[src/sv/ale_pkg.sv]
// Shared constants, command and status codes, and cell control type for the list engine.
package ale_pkg;

  localparam int KIND_W      = 3;
  localparam int POS_W       = 7;
  localparam int VALUE_W     = 32;
  localparam int STATUS_W    = 3;
  localparam int FIDX_W      = 6;
  localparam int COUNT_W     = 7;

  localparam int DEPTH_DEF      = 64;
  localparam int DATA_WIDTH_DEF = 32;

  localparam logic [KIND_W-1:0] KIND_PUSH_FRONT = 3'd0;
  localparam logic [KIND_W-1:0] KIND_PUSH_BACK  = 3'd1;
  localparam logic [KIND_W-1:0] KIND_INSERT_AT  = 3'd2;
  localparam logic [KIND_W-1:0] KIND_POP_FRONT  = 3'd3;
  localparam logic [KIND_W-1:0] KIND_POP_BACK   = 3'd4;
  localparam logic [KIND_W-1:0] KIND_REMOVE_AT  = 3'd5;
  localparam logic [KIND_W-1:0] KIND_UPDATE     = 3'd6;
  localparam logic [KIND_W-1:0] KIND_SEARCH     = 3'd7;

  localparam logic [STATUS_W-1:0] ST_OK       = 3'd0;
  localparam logic [STATUS_W-1:0] ST_EMPTY    = 3'd1;
  localparam logic [STATUS_W-1:0] ST_BADPOS   = 3'd2;
  localparam logic [STATUS_W-1:0] ST_FULL     = 3'd3;
  localparam logic [STATUS_W-1:0] ST_NOTFOUND = 3'd4;

  // Broadcast to every cell; at most one flag is high in a cycle.
  typedef struct packed {
    logic insert;
    logic remove;
    logic update;
  } cell_ctrl_t;

endpackage

[src/sv/ale_cell.sv]
// One list element cell: holds a word, shifts with its neighbors and compares against the key.
module ale_cell import ale_pkg::*; #(
  parameter int DATA_WIDTH = DATA_WIDTH_DEF,
  parameter int IDX_W      = 6,
  parameter int CNT_W      = 7,
  parameter int INDEX      = 0
) (
  input  logic                  clk,
  input  cell_ctrl_t            ctrl,
  input  logic [IDX_W-1:0]      k,
  input  logic [CNT_W-1:0]      count,
  input  logic [DATA_WIDTH-1:0] din,
  input  logic [DATA_WIDTH-1:0] left,
  input  logic [DATA_WIDTH-1:0] right,
  output logic [DATA_WIDTH-1:0] data,
  output logic                  match
);

  localparam logic [IDX_W-1:0] MyIdx = IDX_W'(INDEX);
  localparam logic [CNT_W-1:0] MyCnt = CNT_W'(INDEX);

  always_ff @(posedge clk) begin
    if (ctrl.insert) begin
      if (MyIdx > k) begin
        data <= left;
      end else if (MyIdx == k) begin
        data <= din;
      end
    end else if (ctrl.remove) begin
      if (MyIdx >= k) begin
        data <= right;
      end
    end else if (ctrl.update) begin
      if (MyIdx == k) begin
        data <= din;
      end
    end
  end

  // Only occupied cells may report a hit.
  assign match = (data == din) && (MyCnt < count);

endmodule

[config.mk]
export PLATFORM = sky130hd
export DESIGN_NAME = ale_cell
export DESIGN_NICKNAME = d
export VERILOG_FILES = /design/src/sv/ale_pkg.sv /design/src/sv/ale_cell.sv
export SDC_FILE = /design/constraint.sdc
export NUM_CORES = 1
export LEC_CHECK = 0
export ABC_AREA = 1
export BUFFER_PORTS_ARGS = -buffer_cell sky130_fd_sc_hd__buf_4
export CORE_MARGIN = 2
export CORE_UTILIZATION = 31
export CTS_BUF_LIST = sky130_fd_sc_hd__clkbuf_16
export CTS_CLUSTER_DIAMETER = 30
export CTS_CLUSTER_SIZE = 30
export DETAILED_ROUTE_END_ITERATION = 8
export MAX_ROUTING_LAYER = met4
export PLACE_DENSITY_LB_ADDON = 0.12
export RECOVER_POWER = 25
export SETUP_SLACK_MARGIN = 0.5
export SLEW_MARGIN = 20
export SYNTH_ARGS = -nofsm -noshare
export SYNTH_HDL_FRONTEND = slang
export SYNTH_SLANG_ARGS = --single-unit
[constraint.sdc]
create_clock -name clk -period 11.17 [get_ports clk]
set_input_delay 2.234 -clock clk [delete_from_list [all_inputs] [get_ports clk]]
set_output_delay 2.234 -clock clk [all_outputs]
set_load 0.005 [all_outputs]
==> metrics.csv <==
metric,value,unit
clock latency on the worst-skew pair,270,ps
Final Cycle Share,48.52,%
Port Buffers,113,
I/O pin total,146,
Inserted Clock Buffers,5,
Final GP Congestion,0.7492,
Psw,0.1048,mW
Worst VDD drop,0.05375,mV
critical path class,in2out,
CP Data Required Time,8940,ps
Hold Fails Final Rpt,0,
achievable clock frequency,0.1845,GHz
die height,91.18,microns
crit-path leading delay family,simple AND/OR/NAND/NOR gates,
Max Cap Violations,0,
crit-path cells,buf_4 -> nand2_1 -> o21ai_0 -> or2_2 -> nor2_1 -> nand3_1 -> nor2_1 -> buf_4,
status,"complete, no violations",
Most used DFF post-synth,edfxtp_1,
"Reg clk slew, reported paths",50,ps
Largest Register,data,
Unique masters post-synth,23,
"flops & latches, synth",32,
global-route usage over all layers,15.85,%
Synth Area in Adders,0,%
CTS tree,done,
Syn Nets,420,
Leak,1.697,nW
antenna cell count,0,
sequential area share after synthesis,40.79,%
initial core utilization,32.31,%
Post-synth EDFFs,32,
Worst Setup Start Kind,input pin,
DR DRC count,0,
global route total overflow,0,
Pwr Density,114.6,nW/um^2
cts hold-fix bufs,0,
Die Wd,91.18,microns
clock buffer depth,2,
Root Buffer,clkbuf_16,
critical path's slowest cell,or2_2,
final-report max-slew violation count,0,
synthesis warning total,0,
dominant cell type by area after synthesis,edfxtp_1,
switching part of the total,26.73,%
main area contributors after synthesis,"edfxtp_1 41%, nand2_1 15%, inv_1 7.2%, o21a_1 5.4%, o211ai_1 4.8%",
HPWL Detailed,4638,microns
total clock sinks,32,
TNS Setup,0,ps
Synth async-reset ratio,0,%
simple-gate share of the synthesized area,25.12,%
DRT Pass-1 Iters,4,
CP max FO,3,
final wirelength,6406,microns
Synth top area share,40.79,%
max reg flops,32,
core area,7292,sq um
Setup Skew,0,ps
H-tree depth,2,
minimum hold slack,716.6,ps
Post-DP Area,3271,sq um
vias in the first global route,2160,
largest family of logic cells by synthesized area,simple AND/OR/NAND/NOR gates,
unrepaired setup endpoints after global routing,no,
Synth Area in Compound Gates,20.02,%
final instance area,3423,sq um
clock power share,32.6,%
Worst Path Buf+Inv,2,
Critical Path Sink Type,output pin,
via density per instance,4.474,
syn avg cell area,7.674,sq um
initial antenna violation count,0,
top post-synthesis cells by count,"95 x nand2_1, 45 x inv_1, 32 x edfxtp_1, 28 x nor2_1, 17 x o21a_1",
Comb pwr share,26.3,%
largest net degree at the start of global routing,65,
Area Growth Syn to Fin,45.30,%
Max-slew headroom,53.11,%
worst slack at placement,5737,ps
most numerous cell in the Yosys netlist,nand2_1,
Worst EP arrival,3190,ps
mux share of post-synthesis cell area,0,%
final worst path period need,5419,ps
PnR worst setup slack,5751,ps
CP max stage delay,300,ps
internal power,0.2873,mW
layout cells sized above 1,32.06,%
fin nets,530,
Vias,2313,
Hold Path Class,reg2reg,
Post-Syn Instances,307,
Avg WL per Cell,12.39,microns
Reg power frac,41.1,%
first-pass GRT wire length,10380,microns
"Setup Fix Bufs, Post-CTS",0,
DRT iter0 DRCs,73,
post-synthesis xor/xnor area fraction,3.346,%
Antenna Nets Post-Route,0,
Placement Rows,31,
Die ar.,8314,sq um
Final setup violation count,0,
Largest regs,data: 32 flops,
worst slew pin tran,703.3,ps
Netlist Area Pre-Place,2356,sq um
post-CTS sizing,0,
final cells by class:
cell class,instances,area [sq um]
Inverter,45,168.9
Timing Repair Buffer,116,879.6
Clock inverter,3,11.26
Clock buffer,5,125.1
Sequential cell,32,960.9
Fill cell,760,3869
Multi-Input combinational cell,217,1154
Tap cell,99,123.9
per-stage QoR:
stage / total power, mW / instances / utilization [%]
2_1_floorplan: 0.2147 / 307 / -
3_3_place_gp: 0.2672 / 508 / 44.85
3_5_place_dp: 0.2685 / 508 / 44.85
4_1_cts: 0.3983 / 516 / 46.72
5_1_grt: 0.4168 / 517 / 46.95
6_report: 0.3922 / 517 / 46.95
power by group through the flow:
stage / clock, mW / combinational, mW / sequential [mW]
2_1_floorplan: 0 / 0.0508 / 0.164
3_3_place_gp: 0 / 0.104 / 0.164
3_5_place_dp: 0 / 0.105 / 0.164
4_1_cts: 0.132 / 0.105 / 0.162
5_1_grt: 0.137 / 0.117 / 0.163
6_report: 0.128 / 0.103 / 0.161
logic make-up after synthesis:
group           after synthesis
compound gates               64
flops                        32
xor+xnor                      9
simple gates                144
buf+inv                      58
worst reg2reg max path, cell delays in order, from the launching register on:
cell and delay (ps):
edfxtp_1 390, inv_1 100, nand2_1 60, o211ai_1 100
o21ai_0 100
metal layers:
metal  track usage (%)  wire (microns)
met1             22.27            3105
met2             22.96            2858
met3             3.734             414
met4             4.167              28
met5                 -               0
layout by cell type (no fill, tap or decap), types with 9 or more instances in the layout:
cell type  instances
nand2_1           95
buf_4             91
inv_1             47
edfxtp_1          32
nor2_1            28
clkbuf_4          21
o21a_1            17
o211ai_1          15
o21ai_0           11
nand4_1            9
a31oi_1            9
xnor2_1            9
final timing paths:
check,start,end,slack (ps),cells after the start
setup / recovery,din[21],match,5750,8
hold / removal,data[10],data[10],720,2
setup reg to reg,data[8],data[8],10160,4
hold reg to reg,data[10],data[10],720,2
(Power assumes the default switching activity.)
